===== config.mk =====
export PLATFORM = sky130hd
export DESIGN_NAME = dice_coefficient_accumulator_top
export DESIGN_NICKNAME = d
export VERILOG_FILES = /design/src/hw/rtl/dca_pkg.sv /design/src/hw/rtl/dca_div.sv /design/src/hw/rtl/dice_coefficient_accumulator_top.sv
export SDC_FILE = /design/constraint.sdc
export NUM_CORES = 1
export LEC_CHECK = 0
export BUFFER_PORTS_ARGS = -buffer_cell sky130_fd_sc_hd__buf_4
export CORE_AREA = 4 4 190 192
export CTS_BUF_LIST = sky130_fd_sc_hd__clkbuf_2 sky130_fd_sc_hd__clkbuf_4 sky130_fd_sc_hd__clkbuf_8
export CTS_CLUSTER_DIAMETER = 40
export CTS_CLUSTER_SIZE = 16
export DETAILED_ROUTE_END_ITERATION = 12
export DIE_AREA = 0 0 194 196
export GPL_TIMING_DRIVEN = 0
export PLACE_DENSITY = 0.53
export SYNTH_ARGS = -nofsm -noshare
export SYNTH_HDL_FRONTEND = slang
export SYNTH_SLANG_ARGS = --single-unit

===== constraint.sdc =====
create_clock -name clk -period 4.1 [get_ports clk]
set_clock_uncertainty 0.15 [all_clocks]
set_input_delay 0.615 -clock clk [delete_from_list [all_inputs] [get_ports clk]]
set_output_delay 0.615 -clock clk [all_outputs]
set_load 0.02 [all_outputs]

===== src/hw/rtl/dca_pkg.sv =====
package dca_pkg;

  localparam int SCORE_W = 16;
  localparam int COUNT_W = 21;
  localparam int DENOM_W = COUNT_W + 1;
  localparam int FRAC_W  = 16;
  localparam int DICE_W  = FRAC_W + 1;
  localparam int TOTAL_W = 25;

  // s_axis_tdata: score_background, score_foreground, truth_bit, zero fill
  localparam int IN_W  = 40;
  // m_axis_tdata: sample_dice, dice_total, empty_sample, zero fill
  localparam int OUT_W = 48;

  localparam logic [DICE_W-1:0]  DICE_ONE  = DICE_W'(1) << FRAC_W;
  localparam logic [TOTAL_W-1:0] TOTAL_MAX = '1;

  typedef enum logic [3:0] {
    ST_IDLE = 4'b0001,
    ST_LOAD = 4'b0010,
    ST_DIV  = 4'b0100,
    ST_PUSH = 4'b1000
  } state_t;

  typedef struct packed {
    logic busy;
    logic done;
  } div_status_t;

endpackage


===== src/hw/rtl/dca_div.sv =====
// Restoring divider, one quotient bit per cycle.
// quot = floor(2*overlap * 2^FRAC_W / denom); needs 2*overlap <= denom.
module dca_div (
  input  logic                            clk,
  input  logic                            rst,
  input  logic                            start,
  input  logic [dca_pkg::COUNT_W-1:0]     overlap,
  input  logic [dca_pkg::DENOM_W-1:0]     denom,
  output dca_pkg::div_status_t            status,
  output logic [dca_pkg::DICE_W-1:0]      quot
);
  import dca_pkg::*;

  localparam int REM_W = DENOM_W + 1;
  localparam int CNT_W = $clog2(DICE_W);

  logic [REM_W-1:0]   rem;
  logic [DENOM_W-1:0] dvs;
  logic [CNT_W-1:0]   cnt;
  logic               busy;
  logic               done;

  logic             ge;
  logic [REM_W-1:0] diff;
  logic [REM_W-1:0] rem_sel;

  always_comb begin
    ge      = rem >= {1'b0, dvs};
    diff    = rem - {1'b0, dvs};
    rem_sel = ge ? diff : rem;
  end

  always_ff @(posedge clk) begin
    if (rst) begin
      busy <= 1'b0;
      done <= 1'b0;
    end else begin
      done <= 1'b0;
      if (start) begin
        busy <= 1'b1;
      end else if (busy && cnt == '0) begin
        busy <= 1'b0;
        done <= 1'b1;
      end
    end
  end

  always_ff @(posedge clk) begin
    if (start) begin
      rem  <= {1'b0, overlap, 1'b0};
      dvs  <= denom;
      cnt  <= CNT_W'(DICE_W - 1);
      quot <= '0;
    end else if (busy) begin
      quot <= {quot[DICE_W-2:0], ge};
      // rem_sel < dvs here, so the shift cannot overflow
      rem  <= {rem_sel[REM_W-2:0], 1'b0};
      cnt  <= cnt - CNT_W'(1);
    end
  end

  assign status.busy = busy;
  assign status.done = done;

endmodule


===== src/hw/rtl/dice_coefficient_accumulator_top.sv =====
// Dice coefficient accumulator.
// Input stream s_axis: one element per beat. tdata carries the two signed
// scores and the truth label, tlast marks the last element of a sample and
// tuser the last element of the batch (looked at only with tlast).
// Output stream m_axis: one beat per sample: the sample dice (16 fraction
// bits), the running batch total and the empty flag in tdata, batch_done
// on tlast.
// Throughput: elements without tlast are taken one per cycle. A beat with
// tlast starts the serial divider, one quotient bit per cycle over 17 bits;
// the block takes no input after it until the result has been written to
// the output register in ST_PUSH, by way of ST_LOAD and ST_DIV.
// The output register lets the divider finish while the receiver stalls;
// if the previous result is still held, the new one waits and input stays
// blocked until m_axis_tready frees the register.
// Reset (rst, synchronous) clears the counters, the batch total and any
// pending result.
module dice_coefficient_accumulator_top (
  input  logic                       clk,
  input  logic                       rst,
  input  logic                       s_axis_tvalid,
  output logic                       s_axis_tready,
  // score_background [15:0], score_foreground [31:16], truth_bit [32]
  input  logic [dca_pkg::IN_W-1:0]   s_axis_tdata,
  input  logic                       s_axis_tlast,
  // batch_end [0]
  input  logic                       s_axis_tuser,
  output logic                       m_axis_tvalid,
  input  logic                       m_axis_tready,
  // sample_dice [16:0], dice_total [41:17], empty_sample [42]
  output logic [dca_pkg::OUT_W-1:0]  m_axis_tdata,
  output logic                       m_axis_tlast
);
  import dca_pkg::*;

  state_t state;

  logic [COUNT_W-1:0] pred_cnt;
  logic [COUNT_W-1:0] truth_cnt;
  logic [COUNT_W-1:0] ovl_cnt;
  logic [TOTAL_W-1:0] total;
  logic               batch_end;
  logic               empty;

  logic [DICE_W-1:0]  out_dice;
  logic [TOTAL_W-1:0] out_total;
  logic               out_empty;

  logic [COUNT_W-1:0] pred_cnt_next;
  logic [COUNT_W-1:0] truth_cnt_next;
  logic [COUNT_W-1:0] ovl_cnt_next;

  logic               accept;
  logic               pred;
  logic               truth;
  logic [DENOM_W-1:0] denom;
  logic               div_start;
  div_status_t        div_status;
  logic [DICE_W-1:0]  quot;
  logic [DICE_W-1:0]  dice;
  logic [TOTAL_W:0]   total_sum;
  logic [TOTAL_W-1:0] total_sat;
  logic               push;

  assign s_axis_tready = (state == ST_IDLE);
  assign accept        = s_axis_tvalid && s_axis_tready;

  always_comb begin
    pred  = $signed(s_axis_tdata[SCORE_W-1:0]) < $signed(s_axis_tdata[2*SCORE_W-1:SCORE_W]);
    truth = s_axis_tdata[2*SCORE_W];
    pred_cnt_next  = (pred && !(&pred_cnt)) ? pred_cnt + COUNT_W'(1) : pred_cnt;
    truth_cnt_next = (truth && !(&truth_cnt)) ? truth_cnt + COUNT_W'(1) : truth_cnt;
    ovl_cnt_next   = (pred && truth && !(&ovl_cnt)) ? ovl_cnt + COUNT_W'(1) : ovl_cnt;
  end

  assign denom     = DENOM_W'(pred_cnt) + DENOM_W'(truth_cnt);
  assign div_start = (state == ST_LOAD);

  dca_div u_div (
    .clk     (clk),
    .rst     (rst),
    .start   (div_start),
    .overlap (ovl_cnt),
    .denom   (denom),
    .status  (div_status),
    .quot    (quot)
  );

  always_comb begin
    if (empty)
      dice = '0;
    else if (quot > DICE_ONE)
      dice = DICE_ONE;
    else
      dice = quot;
    total_sum = (TOTAL_W + 1)'(total) + (TOTAL_W + 1)'(dice);
    total_sat = total_sum[TOTAL_W] ? TOTAL_MAX : total_sum[TOTAL_W-1:0];
  end

  assign push = (state == ST_PUSH) && (!m_axis_tvalid || m_axis_tready);

  always_ff @(posedge clk) begin
    if (rst) begin
      state         <= ST_IDLE;
      pred_cnt      <= '0;
      truth_cnt     <= '0;
      ovl_cnt       <= '0;
      total         <= '0;
      m_axis_tvalid <= 1'b0;
    end else begin
      if (push)
        m_axis_tvalid <= 1'b1;
      else if (m_axis_tready)
        m_axis_tvalid <= 1'b0;
      unique case (state)
        ST_IDLE: begin
          if (accept) begin
            pred_cnt  <= pred_cnt_next;
            truth_cnt <= truth_cnt_next;
            ovl_cnt   <= ovl_cnt_next;
            if (s_axis_tlast)
              state <= ST_LOAD;
          end
        end
        ST_LOAD: begin
          // divider latched its operands this cycle
          pred_cnt  <= '0;
          truth_cnt <= '0;
          ovl_cnt   <= '0;
          state     <= ST_DIV;
        end
        ST_DIV: begin
          if (div_status.done)
            state <= ST_PUSH;
        end
        ST_PUSH: begin
          if (push) begin
            total <= batch_end ? '0 : total_sat;
            state <= ST_IDLE;
          end
        end
        default: state <= ST_IDLE;
      endcase
    end
  end

  always_ff @(posedge clk) begin
    if (accept && s_axis_tlast)
      batch_end <= s_axis_tuser;
    if (div_start)
      empty <= (denom == '0);
    if (push) begin
      out_dice     <= dice;
      out_total    <= total_sat;
      out_empty    <= empty;
      m_axis_tlast <= batch_end;
    end
  end

  assign m_axis_tdata = {(OUT_W - DICE_W - TOTAL_W - 1)'(0), out_empty, out_total, out_dice};

endmodule

==> flow_summary_export.csv, run 1 <==
group,metric,value,unit
run_status,status,"finished, violations left",
run_status,violations,"negative setup slack",
placement,dp.cells,1815,
timing,max_slew_margin,0.209,
setup_path,critical_path.startpoint,"pred_cnt[0]",
timing,finalCritPeriodShare,1.03,
clocking,h-tree-depth,2,
die,dieWidth,194,µm
global_routing,first_global_vias,9453,
setup_path,cp_cell_sequence,"ha_4 -> fa_2 -> or4_1 -> or4_1 -> or3_1 -> or3_1 -> or4b_1 -> or4b_4 -> nor4_4",
setup_path,end_kind,"flop",
pwr,p_int,3.60,mW
timing,fmax,237,MHz
die,std_cell_rows,68,
pwr,power.leakage,5.97,nW
placement,globalplace.congestion,0.830,
job,drv_cap,0,
placement,place_hpwl,23500,µm
timing,fin_crit,4.22,ns
route,drc,0,
clocking,clk_latency,0.54,ns
clocking,cts_made_buffers,35,
worst_hold_path,min_from,"s_axis_tuser",
die,core,0.0344,mm²
die,fp.dieArea,0.0380,mm²
pwr,power_frac_clock,0.421,
setup_path,critPathMaxFanout,2,
setup_path,rrSetupSlack,-0.12,ns
pwr,p_sw_frac,0.262,
setup_path,cp-start-kind,"flop",
route,vias_per_cell,5.12,
die,die_y,196,µm
global_routing,grt_max_degree,51,
layout,fin_cells,1889,
pwr,peakVddDrop,0.000255,V
route,wl,31300,µm
setup_path,worstReg2RegStart,"pred_cnt[0]",
synthesis,synth_area_per_cell,9.32,µm²
global_routing,use_met2,0.263,
setup_path,crit_family,"simple AND/OR/NAND/NOR gates",
layout,diodes,0,
route,ant_nets,0,
synthesis,syn_inst,1273,
pwr,seqPwrFrac,0.463,
global_routing,grt_pass1_wl,50100,µm
placement,place_ws,-1.28,ns
synthesis,mappedNetlistArea,0.0119,mm²
synthesis,async_flop_share,0,
pwr,p_per_area,342,mW/mm²
global_routing,antenna_found_initial,0,
synthesis,synth_flop_cell,"dfxtp_1",
route,routedWlPerCell,16.5,µm
timing,drv_slew,0,
route,via_count,9672,
placement,port_buffers,83,
global_routing,busiest_layer,"met2",
global_routing,grtUsageTotal,0.160,
timing,setup-violations-final,1,
die,ioPinCount,97,
timing,fin_ws,-0.119,ns
synthesis,netlist-cell-type-count,65,
layout,layout.nets,1538,
die,start_util,0.345,
global_routing,grtUsageMet3,0.0264,
setup_path,cpPeakStageDelay,0.53,ns
setup_path,arrival,4.40,ns
pwr,p_comb_frac,0.115,
synthesis,synth_enable_flop_cells,89,
clocking,cts_root_buffer,"clkbuf_8",
layout,mostFrequentLayoutCells,"nor2_1, dfxtp_1, buf_4",
timing,hold_slack,0.112,ns
setup_path,path_buf_inv,0,
route,first_pass_iters,5,
timing,worst_slew_pin_slew,1.17,ns
layout,final_common_cell,"nor2_1",
synthesis,ys_seq_area_frac,0.424,
layout,area_growth,20.0,%
layout,fin_util,0.414,
clocking,cts_tree,"done",
global_routing,grtUsageMet1,0.218,
setup_path,critPathKind,"flop to flop",
setup_path,crit_slowest_cell,"or4_1",
clocking,cts.sinks,207,
global_routing,grt_overflow,0,
synthesis,yosysWarningCount,0,
setup_path,crit_required,4.28,ns
layout,final_layout_size_suffix_gt1_frac,0.169,
synthesis,ys_ff_latch,207,
timing,rsz0062_at_grt,"true",
clocking,clk_path_buf_depth,3,
pwr,totalPowerFinal,4.88,mW
pwr,switchingPower,1.28,mW
route,drt_first_iter_violations,562,
worst_hold_path,hold_class,"input port to flop",
layout,fillers,3448,
timing,finalHoldViolCount,0,
clocking,path_clk_slew,0.07,ns
-- stage by stage --
step / cell area (µm²) / TNS (ns)
floorplan: 11900 / 0
CTS: 14000 / -0.185
global route: 14200 / -0.304
detailed placement: 13100 / -39.06
finish: 14200 / -0.119
global placement: 13100 / -38.59
-- registers in the layout (all words and copies together), names as in the netlist --
name and flops:
total 25, out_total 25, u_div.rem 22, u_div.cnt 5, state 4, pred_cnt 21
out_empty 1, u_div.done 1, batch_end 1, ovl_cnt 21, truth_cnt 21, m_axis_tvalid 1
u_div.dvs 22, empty 1, u_div.busy 1, m_axis_tlast 1, out_dice 17, u_div.quot 17
-- power groups by stage --
stage	combinational [mW]	sequential, mW	clock, mW
CTS	0.560	2.26	2.13
global placement	0.532	2.30	0
global route	0.643	2.27	2.22
floorplan	0.387	2.29	0
finish	0.563	2.26	2.05
detailed placement	0.537	2.30	0
-- kinds of logic after synthesis --
| family | synth area share |
|---|---|
| AND/OR/NAND/NOR | 0.186 |
| AO/OA/AOI/OAI | 0.160 |
| flip-flops | 0.424 |
| buffers and inverters | 0.0399 |
| adder cells (fa/ha/maj) | 0.0884 |
| XOR/XNOR | 0.0531 |
| multiplexers | 0.0481 |
| other | 0.000316 |
-- cells in the mapped netlist (all sizes together), types with 13 or more instances --
| master | instances | share of area |
|---|---|---|
| xnor2 | 46 | 0.034 |
| o21a | 16 | 0.010 |
| o21ai | 55 | 0.023 |
| inv | 66 | 0.021 |
| nand2 | 83 | 0.026 |
| mux2i | 48 | 0.040 |
| nand3 | 43 | 0.018 |
| nor2 | 125 | 0.040 |
| nand4 | 27 | 0.014 |
| a31oi | 13 | 0.0069 |
| nor2b | 15 | 0.0079 |
| dfxtp | 118 | 0.20 |
| clkbuf | 45 | 0.014 |
| and3 | 20 | 0.011 |
| a22o | 19 | 0.014 |
| or3 | 30 | 0.016 |
| nor3 | 15 | 0.0063 |
| a21o | 27 | 0.017 |
| a21oi | 103 | 0.043 |
| xor2 | 26 | 0.019 |
| and2 | 28 | 0.015 |
| ha | 79 | 0.083 |
| edfxtp | 89 | 0.23 |
-- worst paths after layout --
check	end	cells past startpoint
max	empty	9
min	batch_end	1
max reg2reg	empty	9
min reg2reg	total[6]	1
-- layer usage --
layer  part of all wire  up-vias
met5                  0        -
met1               0.47     4535
met2               0.47      162
met4              0.025        0
li1                   -     4919
met3              0.034       56
-- final cells by class --
type | instances | area, µm² | share of cell area
plain buffers | 51 | 240 | 0.0169
clock buffers | 43 | 567 | 0.0398
clock inverters | 18 | 200 | 0.0141
inverters | 67 | 253 | 0.0177
multi-input cells | 950 | 6620 | 0.465
flip-flops and latches | 207 | 5050 | 0.355
well taps | 455 | 569 | 0.0400
repair buffers | 98 | 739 | 0.0519
-- timing repair --
action / in CTS / in global routing
gates resized for setup: 32 / 42
cloned: 0 / 0
setup endpoints to repair: 51 / 66
hold buffers: 0 / 0
pin swaps: 14 / 13
setup buffers: 11 / 4
No activity file was read; power rests on OpenSTA's default activity.
==> run 2: changes to the inputs <==
--- a/config.mk
+++ b/config.mk
@@ -13,6 +13,7 @@
 export DETAILED_ROUTE_END_ITERATION = 12
 export DIE_AREA = 0 0 194 196
 export GPL_TIMING_DRIVEN = 0
+export MAX_ROUTING_LAYER = met4
 export PLACE_DENSITY = 0.53
 export SYNTH_ARGS = -nofsm -noshare
 export SYNTH_HDL_FRONTEND = slang
==> flow_summary_export.csv, run 2 (synthesis gave the netlist of run 1 again) <==
group,metric,value,unit
layout,fin_util,0.414,
timing,rsz0062_at_grt,"true",
worst_hold_path,hold_class,"input port to flop",
placement,dp.cells,1815,
clocking,cts_tree,"done",
route,ant_nets,0,
clocking,path_clk_slew,0.07,ns
placement,placed_cell_area,0.0131,mm²
global_routing,first_global_vias,9452,
timing,fin_crit,4.22,ns
placement,port_buffers,83,
clocking,clk_path_buf_depth,3,
clocking,h-tree-depth,2,
route,routedWlPerCell,16.6,µm
layout,reg_top3,"out_total x25, total x25",
job,drv_cap,0,
timing,setup-violations-final,1,
global_routing,antenna_found_initial,0,
die,ioPinCount,97,
route,wl,31300,µm
setup_path,cp-start-kind,"flop",
layout,area_growth,20.0,%
layout,mostFrequentLayoutCells,"nor2_1, dfxtp_1, buf_4",
setup_path,critPathKind,"flop to flop",
timing,max_slew_margin,0.168,
layout,diodes,0,
timing,drv_slew,0,
die,core,0.0344,mm²
global_routing,grtUsageTotal,0.165,
timing,fmax,237,MHz
clocking,cts_made_buffers,35,
die,start_util,0.345,
placement,globalplace.congestion,0.843,
clocking,cts_root_buffer,"clkbuf_8",
pwr,peakVddDrop,0.000255,V
die,fp.dieArea,0.0380,mm²
layout,stdcell_area,0.0142,mm²
global_routing,grt_pass1_wl,50100,µm
die,std_cell_rows,68,
setup_path,arrival,4.40,ns
route,via_count,9730,
layout,layout.nets,1538,
timing,finalHoldViolCount,0,
layout,multi_input_area,0.00662,mm²
clocking,clk_latency,0.55,ns
timing,worst_slew_pin_slew,1.23,ns
timing,finalCritPeriodShare,1.03,
setup_path,end_kind,"flop",
setup_path,critPathMaxFanout,2,
global_routing,grt_overflow,0,
setup_path,crit_required,4.28,ns
route,first_pass_iters,5,
clocking,cts.sinks,207,
timing,fin_tns_setup,-0.122,ns
route,drt_first_iter_violations,536,
placement,place_ws,-1.28,ns
global_routing,grt_max_degree,51,
route,drc,0,
die,dieWidth,194,µm
layout,final_common_cell,"nor2_1",
layout,final_layout_size_suffix_gt1_frac,0.169,
timing,fin_ws,-0.122,ns
layout,fillers,3448,
die,die_y,196,µm
layout,layout.area.seq,0.00505,mm²
placement,place_hpwl,23500,µm
pwr,power.leakage,5.97,nW
run_status,violations,"negative setup slack",
run_status,status,"finished, violations left",
route,vias_per_cell,5.15,
pwr,p_per_area,343,mW/mm²
layout,fin_cells,1889,
## run 2: worst max-delay path, stage by stage, from the launching register on
cell and delay, ns:
dfxtp_4 0.38, ha_4 0.14, fa_2 0.45, or4_1 0.52, or4_1 0.53, or3_1 0.30
or3_1 0.32, or4b_1 0.48, or4b_4 0.51, nor4_4 0.24
## run 2: through the flow
stage	hold WS (ns)	total power, mW
after floorplan	0.299	2.67
after global placement	0.314	2.83
after detailed placement	0.316	2.84
after CTS	0.0768	4.94
after global routing	0.0800	5.14
final	0.108	4.88
## run 2: where the power goes
part	internal (mW)	total [mW]	switching (mW)
Sequential	2.21	2.26	0.0476
Combinational	0.253	0.564	0.311
Clock	1.13	2.06	0.925
Total	3.60	4.88	1.28
## run 2: layer usage
layer	vias to the layer above	part of all wire	routed length, µm	track usage
met3	52	0.035	1100	0.0263
met1	4595	0.47	14800	0.218
li1	4907	-	-	-
met2	176	0.47	14600	0.263
met5	-	0	0	-
met4	0	0.024	767	0.0500
## run 2: area by class of cell
class,count,share of cell area
multi-input cells,950,0.465
flip-flops and latches,207,0.355
repair buffers,98,0.0519
well taps,455,0.0400
clock buffers,43,0.0398
inverters,67,0.0177
plain buffers,51,0.0169
clock inverters,18,0.0141
## run 2: final timing paths
| check | from | end | slack, ns | depth (start not counted) |
|---|---|---|---|---|
| worst max-delay path | pred_cnt[0] | empty | -0.12 | 9 |
| worst min-delay path | s_axis_tuser | batch_end | 0.11 | 1 |
| worst max register to register | pred_cnt[0] | empty | -0.12 | 9 |
| worst min register to register | total[6] | total[6] | 0.33 | 1 |
## run 2: repair_timing
| action | 4_1_cts | 5_1_grt |
|---|---|---|
| hold buffers | 0 | 0 |
| setup buffers | 11 | 4 |
| resized for setup | 32 | 42 |
| pin swaps | 14 | 13 |
| setup endpoints to repair | 51 | 66 |
